===== config.mk =====
export PLATFORM = sky130hd
export DESIGN_NAME = hashed_netmask_filter_table
export DESIGN_NICKNAME = d
export VERILOG_FILES = /design/src/rtl/hnf_pkg.sv /design/src/rtl/hashed_netmask_filter_table.sv /design/src/rtl/hnf_ram.sv
export SDC_FILE = /design/constraint.sdc
export NUM_CORES = 2
export LEC_CHECK = 0
export ABC_AREA = 1
export ABC_CLOCK_PERIOD_IN_PS = 8870
export BUFFER_PORTS_ARGS = -buffer_cell sky130_fd_sc_hd__buf_2
export CAP_MARGIN = 20
export CORE_AREA = 10 10 677 679
export CTS_CLUSTER_SIZE = 20
export DETAILED_ROUTE_END_ITERATION = 8
export DIE_AREA = 0 0 687 689
export PLACE_DENSITY = 0.64
export SYNTH_ARGS = -nofsm -noshare
export SYNTH_HDL_FRONTEND = slang
export SYNTH_SLANG_ARGS = --single-unit

===== constraint.sdc =====
create_clock -name clk -period 8.87 [get_ports clk]
set_input_delay 0.887 -clock clk [delete_from_list [all_inputs] [get_ports clk]]
set_output_delay 0.887 -clock clk [all_outputs]
set_load 0.05 [all_outputs]

===== src/rtl/hnf_pkg.sv =====
package hnf_pkg;

    localparam int TABLE_DEPTH = 64;
    localparam int IDX_W       = $clog2(TABLE_DEPTH);
    localparam int CNT_W       = IDX_W + 1;
    localparam int ADDR_W      = 32;
    localparam int STEP_W      = $clog2(ADDR_W);
    localparam int CFG_W       = 7;

    localparam logic [CFG_W-1:0] ENTRIES_RESET = CFG_W'(64);

    typedef enum logic [1:0] {
        OP_INSERT = 2'd0,
        OP_REMOVE = 2'd1,
        OP_LOOKUP = 2'd2
    } op_t;

    typedef struct packed {
        op_t               op;
        logic [ADDR_W-1:0] address;
        logic [ADDR_W-1:0] mask;
    } in_word_t;

    typedef struct packed {
        logic status;
        logic matched;
    } out_word_t;

    typedef struct packed {
        logic [ADDR_W-1:0] address;
        logic [ADDR_W-1:0] mask;
    } entry_t;

endpackage


===== src/rtl/hashed_netmask_filter_table.sv =====
// channel   dir   handshake            word
// in        in    in_valid / in_stall   hnf_pkg::in_word_t  (op, address, mask)
// out       out   out_valid / out_stall hnf_pkg::out_word_t (status, matched)
// cfg       in    cfg_valid / cfg_ready cfg_data: entries_in_use
//
// An item is accepted, runs through the bit-serial remainder unit over all 32 address
// bits, then probes slots from the start slot to a hit or the end of the live slots,
// and its result is then loaded into the output register.
// Table reads come from a single-port-read RAM, one slot per cycle, pipelined.
// Reset clears the slot valid flops at once; entries_in_use resets to 64.
// The input stalls while an item is at work; a stalled result holds in the
// output register and the next item is still taken.
module hashed_netmask_filter_table (
    input  logic                         clk,
    input  logic                         rst_n,
    input  logic                         in_valid,
    output logic                         in_stall,
    input  hnf_pkg::in_word_t            in_word,
    output logic                         out_valid,
    input  logic                         out_stall,
    output hnf_pkg::out_word_t           out_word,
    input  logic                         cfg_valid,
    output logic                         cfg_ready,
    input  logic [hnf_pkg::CFG_W-1:0]    cfg_data
);

    typedef enum logic [1:0] {
        ST_IDLE,
        ST_DIVIDE,
        ST_PROBE,
        ST_DONE
    } state_t;

    state_t                          state_reg, state_next;
    hnf_pkg::in_word_t               in_reg, in_next;
    logic [hnf_pkg::ADDR_W-1:0]      shift_reg, shift_next;
    logic [hnf_pkg::STEP_W-1:0]      step_reg, step_next;
    logic [hnf_pkg::IDX_W-1:0]       rem_reg, rem_next;
    logic [hnf_pkg::CNT_W-1:0]       issue_reg, issue_next;
    logic [hnf_pkg::IDX_W-1:0]       pend_idx_reg, pend_idx_next;
    logic                            pend_valid_reg, pend_valid_next;
    logic [hnf_pkg::TABLE_DEPTH-1:0] used_reg, used_next;
    hnf_pkg::out_word_t              res_reg, res_next;
    logic                            out_valid_reg, out_valid_next;
    hnf_pkg::out_word_t              out_word_reg, out_word_next;
    logic [hnf_pkg::CFG_W-1:0]       entries_reg, entries_next;

    logic [hnf_pkg::CNT_W-1:0]       live_n;
    logic [hnf_pkg::CNT_W-1:0]       trial;
    logic [hnf_pkg::CNT_W-1:0]       trial_rem;
    logic                            slot_hit;
    logic                            in_accept;
    hnf_pkg::entry_t                 rd_entry;
    hnf_pkg::entry_t                 wr_entry;
    logic                            ram_wr_en;
    logic                            ram_rd_en;

    // slot count clamped to 1..TABLE_DEPTH
    always_comb
    begin
        if (entries_reg == '0)
        begin
            live_n = hnf_pkg::CNT_W'(1);
        end
        else if (hnf_pkg::CNT_W'(entries_reg) > hnf_pkg::CNT_W'(hnf_pkg::TABLE_DEPTH))
        begin
            live_n = hnf_pkg::CNT_W'(hnf_pkg::TABLE_DEPTH);
        end
        else
        begin
            live_n = hnf_pkg::CNT_W'(entries_reg);
        end
    end

    // restoring remainder, one address bit a cycle
    assign trial     = {rem_reg, shift_reg[hnf_pkg::ADDR_W-1]};
    assign trial_rem = (trial >= live_n) ? (trial - live_n) : trial;

    always_comb
    begin
        slot_hit = 1'b0;
        case (in_reg.op)
            hnf_pkg::OP_INSERT:
                slot_hit = !used_reg[pend_idx_reg];
            hnf_pkg::OP_REMOVE:
                slot_hit = used_reg[pend_idx_reg]
                        && rd_entry.address == in_reg.address
                        && rd_entry.mask == in_reg.mask;
            hnf_pkg::OP_LOOKUP:
                slot_hit = used_reg[pend_idx_reg]
                        && (rd_entry.address & rd_entry.mask)
                           == (in_reg.address & rd_entry.mask);
            default:
                slot_hit = 1'b0;
        endcase
        slot_hit = slot_hit && pend_valid_reg;
    end

    assign in_accept = in_valid && !in_stall;
    assign ram_rd_en = (state_reg == ST_PROBE) && !slot_hit && (issue_reg < live_n);
    assign ram_wr_en = (state_reg == ST_PROBE) && slot_hit && (in_reg.op == hnf_pkg::OP_INSERT);
    assign wr_entry  = '{address: in_reg.address, mask: in_reg.mask};

    always_comb
    begin
        state_next      = state_reg;
        in_next         = in_reg;
        shift_next      = shift_reg;
        step_next       = step_reg;
        rem_next        = rem_reg;
        issue_next      = issue_reg;
        pend_idx_next   = pend_idx_reg;
        pend_valid_next = pend_valid_reg;
        used_next       = used_reg;
        res_next        = res_reg;
        out_valid_next  = out_valid_reg;
        out_word_next   = out_word_reg;
        entries_next    = entries_reg;

        if (cfg_valid && cfg_ready)
        begin
            entries_next = cfg_data;
        end

        if (out_valid_reg && !out_stall)
        begin
            out_valid_next = 1'b0;
        end

        unique case (state_reg)
            ST_IDLE:
            begin
                if (in_accept)
                begin
                    in_next    = in_word;
                    shift_next = in_word.address;
                    step_next  = hnf_pkg::STEP_W'(hnf_pkg::ADDR_W - 1);
                    rem_next   = '0;
                    res_next   = '{status: 1'b0, matched: 1'b0};
                    if (in_word.op == hnf_pkg::OP_INSERT || in_word.op == hnf_pkg::OP_REMOVE
                        || in_word.op == hnf_pkg::OP_LOOKUP)
                    begin
                        state_next = ST_DIVIDE;
                    end
                    else
                    begin
                        state_next = ST_DONE;
                    end
                end
            end
            ST_DIVIDE:
            begin
                rem_next   = trial_rem[hnf_pkg::IDX_W-1:0];
                shift_next = {shift_reg[hnf_pkg::ADDR_W-2:0], 1'b0};
                step_next  = step_reg - 1'b1;
                if (step_reg == '0)
                begin
                    issue_next      = {1'b0, trial_rem[hnf_pkg::IDX_W-1:0]};
                    pend_valid_next = 1'b0;
                    state_next      = ST_PROBE;
                end
            end
            ST_PROBE:
            begin
                if (slot_hit)
                begin
                    state_next = ST_DONE;
                    case (in_reg.op)
                        hnf_pkg::OP_INSERT: used_next[pend_idx_reg] = 1'b1;
                        hnf_pkg::OP_REMOVE: used_next[pend_idx_reg] = 1'b0;
                        hnf_pkg::OP_LOOKUP: res_next.matched = 1'b1;
                        default: ;
                    endcase
                end
                else if (issue_reg < live_n)
                begin
                    pend_idx_next   = issue_reg[hnf_pkg::IDX_W-1:0];
                    pend_valid_next = 1'b1;
                    issue_next      = issue_reg + 1'b1;
                end
                else
                begin
                    // ran off the end of the live slots
                    res_next.status = (in_reg.op == hnf_pkg::OP_INSERT);
                    state_next      = ST_DONE;
                end
            end
            ST_DONE:
            begin
                if (!out_valid_reg || !out_stall)
                begin
                    out_valid_next = 1'b1;
                    out_word_next  = res_reg;
                    state_next     = ST_IDLE;
                end
            end
            default:
                state_next = ST_IDLE;
        endcase
    end

    always_ff @(posedge clk or negedge rst_n)
    begin
        if (!rst_n)
        begin
            state_reg      <= ST_IDLE;
            in_reg         <= '0;
            shift_reg      <= '0;
            step_reg       <= '0;
            rem_reg        <= '0;
            issue_reg      <= '0;
            pend_idx_reg   <= '0;
            pend_valid_reg <= 1'b0;
            used_reg       <= '0;
            res_reg        <= '0;
            out_valid_reg  <= 1'b0;
            out_word_reg   <= '0;
            entries_reg    <= hnf_pkg::ENTRIES_RESET;
        end
        else
        begin
            state_reg      <= state_next;
            in_reg         <= in_next;
            shift_reg      <= shift_next;
            step_reg       <= step_next;
            rem_reg        <= rem_next;
            issue_reg      <= issue_next;
            pend_idx_reg   <= pend_idx_next;
            pend_valid_reg <= pend_valid_next;
            used_reg       <= used_next;
            res_reg        <= res_next;
            out_valid_reg  <= out_valid_next;
            out_word_reg   <= out_word_next;
            entries_reg    <= entries_next;
        end
    end

    hnf_ram #(
        .WIDTH ($bits(hnf_pkg::entry_t)),
        .DEPTH (hnf_pkg::TABLE_DEPTH)
    ) u_table (
        .clk     (clk),
        .wr_en   (ram_wr_en),
        .wr_addr (pend_idx_reg),
        .wr_data (wr_entry),
        .rd_en   (ram_rd_en),
        .rd_addr (issue_reg[hnf_pkg::IDX_W-1:0]),
        .rd_data (rd_entry)
    );

    assign in_stall  = (state_reg != ST_IDLE);
    assign cfg_ready = 1'b1;
    assign out_valid = out_valid_reg;
    assign out_word  = out_word_reg;

    // start slot from the remainder unit lies inside the live slots
    a_start_in_range: assert property (@(posedge clk) disable iff (!rst_n)
        (state_reg == ST_PROBE && $past(state_reg) == ST_DIVIDE) |-> issue_reg < live_n)
        else $error("start slot out of range");

    // at most one slot changes per item
    a_used_one_change: assert property (@(posedge clk) disable iff (!rst_n)
        1'b1 |=> $countones(used_reg ^ $past(used_reg)) <= 1)
        else $error("more than one slot changed");

    // table writes only fill an empty slot on insert
    a_write_empty: assert property (@(posedge clk) disable iff (!rst_n)
        ram_wr_en |-> (in_reg.op == hnf_pkg::OP_INSERT) && !used_reg[pend_idx_reg])
        else $error("table write into a used slot");

    // a pending probe never points past the live slots
    a_pend_in_range: assert property (@(posedge clk) disable iff (!rst_n)
        (state_reg == ST_PROBE && pend_valid_reg)
        |-> hnf_pkg::CNT_W'(pend_idx_reg) < live_n)
        else $error("probe beyond live slots");

    // a full report only follows an insert
    a_status_insert: assert property (@(posedge clk) disable iff (!rst_n)
        (state_reg == ST_DONE && res_reg.status) |-> in_reg.op == hnf_pkg::OP_INSERT)
        else $error("full status on a non-insert word");

endmodule


===== src/rtl/hnf_ram.sv =====
module hnf_ram #(
    parameter int WIDTH = 64,
    parameter int DEPTH = 64
) (
    input  logic                     clk,
    input  logic                     wr_en,
    input  logic [$clog2(DEPTH)-1:0] wr_addr,
    input  logic [WIDTH-1:0]         wr_data,
    input  logic                     rd_en,
    input  logic [$clog2(DEPTH)-1:0] rd_addr,
    output logic [WIDTH-1:0]         rd_data
);

    logic [WIDTH-1:0] mem [DEPTH];

    always_ff @(posedge clk)
    begin
        if (wr_en)
        begin
            mem[wr_addr] <= wr_data;
        end
        if (rd_en)
        begin
            rd_data <= mem[rd_addr];
        end
    end

endmodule


# ---- Yosys cells after proc, flatten, opt, wreduce, memory -nomap -nowiden
# Memories as Yosys holds them, arrays and structs flattened. A register that Yosys moved wholly into a read port is not among the register bits.
# Cells that the tools add are included.
dict set report word_totals {
  register_bits 201
  mem_bits_rw 4096
  input_bits 78
  output_inout_bits 5
  wordCells 130
  n_memories 1
}
dict set report op_classes {
  n_addsub 3
  n_lt_le_gt_ge 5
  n_eq_ne 19
  mux 41
  bitwise_logic 6
  reduce_logical 38
}
# memory depth width read_ports rd_clocked_by_memory_dff wr line
set mem_list {}
lappend mem_list {u_table.mem 64 64 1 1 1 hnf_ram.sv:14} ;# logic [WIDTH-1:0] mem [DEPTH];
# op count
set op_table {}
lappend op_table {{$pmux W64 S2} 1}
lappend op_table {{$eq A32 B32 Y1} 3}
lappend op_table {{$and A32 B32 Y32} 2}
lappend op_table {{$and A64 B64 Y64} 1}
lappend op_table {{$not A64 Y64} 1}
lappend op_table {{$or A64 B64 Y64} 1}
lappend op_table {{$pmux W32 S2} 1}
lappend op_table {{$mux W7} 5}
lappend op_table {{$mux W32} 1}
lappend op_table {{$reduce_and A4 Y1} 4}
lappend op_table {{$mux W1} 14}
lappend op_table {{$mux W2} 7}
lappend op_table {{$pmux W7 S2} 1}
lappend op_table {{$mux W6} 2}
lappend op_table {{$ne A2 B2 Y1 const B} 6}
lappend op_table {{$pmux W6 S2} 1}
lappend op_table {{$logic_and A1 B1 Y1} 11}
lappend op_table {{$pmux W5 S2} 1}
lappend op_table {{$reduce_bool A2 Y1} 5}
lappend op_table {{$eq A2 B2 Y1 const B} 4}
lappend op_table {{$pmux W2 S4} 1}
lappend op_table {{$add A7 B1 Y7 const B} 1}
lappend op_table {{$ge A7 B7 Y1} 1}
lappend op_table {{$gt A7 B7 Y1 const B} 1}
lappend op_table {{other kinds (22)} 36}

# ---- Longest topological paths before layout
dict set report depth {
  depth_word 10
  mapped_depth 19
  ltp_nobuf 19
}

# ---- By module
# A second synthesis with hierarchy kept.
dict set report hier_totals {
  cells_unflattened 14918
  hier_area_um2 177341.3
}
# module instances cells_each area_per_inst_um2 seq_area_each_um2
set modules_own_cells {}
lappend modules_own_cells {hnf_ram 1 13405 165946.7 124919.8}
lappend modules_own_cells {hashed_netmask_filter_table 1 1513 11394.7 5031.1}

# ---- Worst setup path before layout
# Ideal clock, no wire load.
dict set report synth_path {
  path_type {reg2reg}
  from {register in_reg[0] (netlist bit)}
  to {memory u_table.mem[32][0] (enable)}
  setup_ns 0.565
  arrival_ns 6.556
  required_time_ns 8.305
  setup_slack_ns 1.749
  path_stages_with_launch 15
  n_path_buf 1
  period_less_slack_ns 7.121
  cell_sequence {dfrtp_1 inv_1 nand2_1 o21ai_0 nor2_1 nand2_1 nor2_1 nand2_1 nor2_1 nand3_1 nand3_2 nor2b_2 buf_6 nand2_1 nor3_1}
}
dict set report synth_via {
  elab_chain_len 8
}
# item line
set synth_rtl {}
lappend synth_rtl {{start, declared} hashed_netmask_filter_table.sv:35} ;# hnf_pkg::in_word_t in_reg, in_next;
lappend synth_rtl {{start signal, assigned} hashed_netmask_filter_table.sv:223} ;# in_reg <= in_next;
lappend synth_rtl {{$eq A32 B32 Y1} hashed_netmask_filter_table.sv:88} ;# && rd_entry.mask == in_reg.mask;
lappend synth_rtl {{$logic_and A1 B1 Y1} hashed_netmask_filter_table.sv:88}
lappend synth_rtl {{$pmux W1 S3} hashed_netmask_filter_table.sv:82} ;# case (in_reg.op)
lappend synth_rtl {{$logic_and A1 B1 Y1} hashed_netmask_filter_table.sv:96} ;# slot_hit = slot_hit && pend_valid_reg;
lappend synth_rtl {{$logic_and A1 B1 Y1 (2 in a row)} hashed_netmask_filter_table.sv:101} ;# assign ram_wr_en = (state_reg == ST_PROBE) && slot_hit && (in_reg.op == hnf_pkg::OP_INSERT);
lappend synth_rtl {{$mux W1} hnf_ram.sv:18} ;# if (wr_en)
lappend synth_rtl {{$mux W1 (not written as such)} hnf_ram.sv:20} ;# mem[wr_addr] <= wr_data;
lappend synth_rtl {{end, declared} hnf_ram.sv:14}
# Every way passes these cells.

# ---- Final worst setup path
dict set report layout_path {
  from {register in_reg[64] (netlist bit)}
  to {memory u_table.mem[37][19] (enable)}
}
dict set report layout_via {
  elab_chain_len 7
  word_cells_on_any_way 9
  classes_between {eq/ne (2); mux (3); reduce/logical (4)}
}
# item line
set layout_rtl {}
lappend layout_rtl {{$eq A2 B2 Y1, or another cell as far along} hashed_netmask_filter_table.sv:82}
lappend layout_rtl {{$pmux W1 S3} hashed_netmask_filter_table.sv:82}
lappend layout_rtl {{$logic_and A1 B1 Y1} hashed_netmask_filter_table.sv:96}
lappend layout_rtl {{$logic_and A1 B1 Y1} hashed_netmask_filter_table.sv:101}
lappend layout_rtl {{$logic_and A1 B1 Y1 (*)} hashed_netmask_filter_table.sv:101}
lappend layout_rtl {{$mux W1 (*)} hnf_ram.sv:18}
lappend layout_rtl {{$mux W1 (not written as such) (*)} hnf_ram.sv:20}
# Mark *: on every way between the ends. The rest lies on a longest branch, timed or not.

==> out/metrics.csv <==
metric;value;unit
post_drt_wl_per_cell;28.3;microns
syn_inst;12683;
tightest_slew;1.20;ns
hold_viol;0;
outcome;finished, final reports clean;
nets;12680;
yosysWarnings;0;
largest_reg_flops;4096;
row_count;245;
synth_edf_count;4160;
crit_fanout;50;
peakVddDrop;0.000346;V
htree_levels;5;
cpPeakStageDelay;1.03;ns
period_minus_slack;6.00;ns
seqPwrFrac;41.9;%
antenna_found_initial;28;
fin_skew;0.0789;ns
synth_cell_types;47;
yosysTopAreaCell;edfxtp_1;
swShare;36.2;%
synthArstFlopShare;4.61;%
cpMostUsedCell;nor2_1;
grt_pass1_wl;759000;microns
vias;111797;
rr_worst_depth;16;
insertion_delay;1.00;ns
hold_start;cfg_data[3];
firstDrtPassIters;7;
track_usage;21.6;%
period_share;67.6;%
end_kind;flip-flop;
die_h;689;microns
drt_iter0_markers;17329;
avgSynthCellArea;13.6;sq um
gr-total-overflow;0;
cp-start-kind;flip-flop;
holdPathStages;3;
area_delta_synth_final;12.3;%
cts_made_buffers;421;
synth_area;0.173;sq mm
ys_ff_latch;4361;
power_density;326;mW/mm^2
layout-drive-gt1-share;8.60;%
slew_violations;0;
max_freq;167;MHz
cts.sinks;4361;
min_to;entries_reg[3]$_DFFE_PN0P_;
cts_resized;0;
ys_seq_area_share;75.1;%
synth_top_area_share;72.2;%
placed_cells;18079;
r2r-start;in_reg[64]$_DFFE_PN0P_;
p_int;40.3;mW
cts_hold_buf;1;
cp_slowest_cell;dfrtp_4;
ys_top_cells_by_count;4160 x edfxtp_1, 2457 x nor2_1, 1108 x o21ai_0;
clockRootBuffer;clkbuf_16;
ios;83;
port_buffers;81;
hp-class;in2reg;
die_w;687;microns
rr_endpoint;u_table.mem[37][19]$_DFFE_PP_;
routed_wl;533000;microns
tritoncts;built;
rsz0062_at_grt;false;
dp_hpwl;284000;microns
power_frac_comb;30.2;%
cts.clk_slew.worst_paths;0.07;ns
worstSetupPathType;reg2reg;
cts_buffer_depth;4;
setup_tns;0;ns
grt_pass1_vias;104705;
slew_headroom;19.8;%
maxCapViolCount;0;
cp_cell_sequence;inv_1 -> nor2_1 -> inv_1 -> nor2_1 -> nand3_1 -> nor2_1 -> nand2_1 -> nor2_1 -> nand3_1 -> nand3_2 -> nor2b_4 -> nand2_1 -> inv_2 -> nand2_1 -> inv_6 -> buf_4;
power_switching;22.9;mW
p_clk_share;27.8;%
layoutNonFillerInstCount;18868;
synth.area.top_cells;edfxtp_1 72%, nor2_1 5.3%, o21ai_0 3.2%;
core;0.444;sq mm
cp.arrival;6.59;ns
cts_setup_buffers;0;
die_area;0.473;sq mm
cp_top_family;buffers and inverters;
synthFlopType;edfxtp_1;
r2r_slack;2.87;ns
start_util;38.9;%
syn-num-nets;12782;
viasPerCell;5.93;
place_congestion;0.851;
power_leakage;62.9;nW
crit_buf_inv;5;
grt_start_max_net_pins;193;
crit_required;9.46;ns
drc;0;
yosysMostFrequentCell;edfxtp_1;
setup_viol;0;
antenna_left;0;
kinds of logic after synthesis:
| logic type | Yosys count | share of synthesized area [%] |
|---|---|---|
| compound gates | 2472 | 9.58 |
| fa+ha+maj | 21 | 0.156 |
| simple gates | 4267 | 9.93 |
| flops | 4361 | 75.1 |
| buf+inv | 1091 | 2.52 |
| other cells | 1 | 0.00217 |
| mux | 418 | 2.42 |
| xor+xnor | 52 | 0.263 |
how the worst max path moves through the flow:
stage / from / to / slack (ns) / depth (start not counted)
final: in_reg[64]$_DFFE_PN0P_ / u_table.mem[37][19]$_DFFE_PP_ / 2.87 / 16
after global routing: in_reg[64]$_DFFE_PN0P_ / u_table.mem[37][19]$_DFFE_PP_ / 2.56 / 16
after CTS: in_reg[64]$_DFFE_PN0P_ / u_table.mem[37][15]$_DFFE_PP_ / 2.97 / 16
after detailed placement: in_reg[64]$_DFFE_PN0P_ / u_table.mem[37][13]$_DFFE_PP_ / 3.02 / 16
after global placement: in_reg[64]$_DFFE_PN0P_ / u_table.mem[9][11]$_DFFE_PP_ / 2.94 / 15
after floorplan: in_reg[0]$_DFFE_PN0P_ / u_table.mem[32][0]$_DFFE_PP_ / 1.75 / 14
final cells by class:
type,count,area (sq um)
Fill cell,39315,250000
Sequential cell,4361,130000
Multi-Input combinational cell,7231,39100
Clock buffer,552,11300
Tap cell,5928,7420
Timing Repair Buffer,370,3430
Clock inverter,217,2020
Inverter,196,838
Antenna cell,13,32.5
worst min-delay path: stages:
cell,delay [ns]
buf_2,0.07
nand2_1,0.04
o21ai_0,0.05
cell usage in the layout (no fill, tap or decap), types with 5 or more instances in the layout:
master	netlist	routed
clkbuf_8	0	17
clkinv_8	0	7
nor2_1	2457	2400
nand2_1	1044	1043
o211ai_1	133	133
mux2i_1	412	412
buf_2	101	80
buf_12	0	67
nand4_1	85	85
o21ai_1	9	9
nand3_1	647	647
clkinvlp_4	0	11
mux2_2	6	6
clkbuf_1	711	108
edfxtp_1	4160	4160
o21ai_0	1108	1108
bufinv_16	0	30
nor2_4	0	56
ha_1	20	20
clkinv_2	1	71
a21oi_1	187	187
clkinv_1	8	89
xnor2_1	19	19
nor3_2	6	8
dfrtp_1	200	142
xor2_1	33	33
o221ai_1	413	413
dfrtp_2	0	52
clkbuf_16	0	426
o32ai_1	612	612
diode_2	0	13
or2_2	5	5
inv_1	180	167
or2_1	5	5
inv_2	7	5
inv_6	0	17
dfrtp_4	0	6
buf_4	7	221
power by group through the flow:
stage / Sequential, mW / Combinational [mW] / Clock (mW)
after detailed placement: 27.1 / 18.5 / 0
after floorplan: 27.7 / 10.4 / 0
after global routing: 26.6 / 20.4 / 18.5
final: 26.5 / 19.1 / 17.6
after global placement: 27.0 / 18.4 / 0
after CTS: 26.6 / 18.6 / 17.7
layer usage:
| metal | up-vias | GRT usage [%] | routed length (microns) |
|---|---|---|---|
| met5 | - | 0 | 55 |
| li1 | 47466 | - | - |
| met2 | 6704 | 33.1 | 238000 |
| met1 | 56581 | 29.8 | 210000 |
| met4 | 8 | 8.89 | 24800 |
| met3 | 1038 | 4.94 | 60600 |
metrics by stage:
| stage | hold slack [ns] | setup WS, ns | utilization (%) | power, mW | instance area (sq um) |
|---|---|---|---|---|---|
| after global placement | 0.450 | 2.94 | 40.7 | 45.4 | 181000 |
| after global routing | 0.117 | 2.56 | 43.7 | 65.4 | 194000 |
| final | 0.111 | 2.87 | 43.7 | 63.2 | 194000 |
| after CTS | 0.0603 | 2.97 | 43.7 | 62.9 | 194000 |
| after detailed placement | 0.452 | 3.02 | 40.7 | 45.6 | 181000 |
| after floorplan | 0.434 | 1.75 | - | 38.2 | 173000 |
Note: power is estimated with default switching activity, not from simulation.
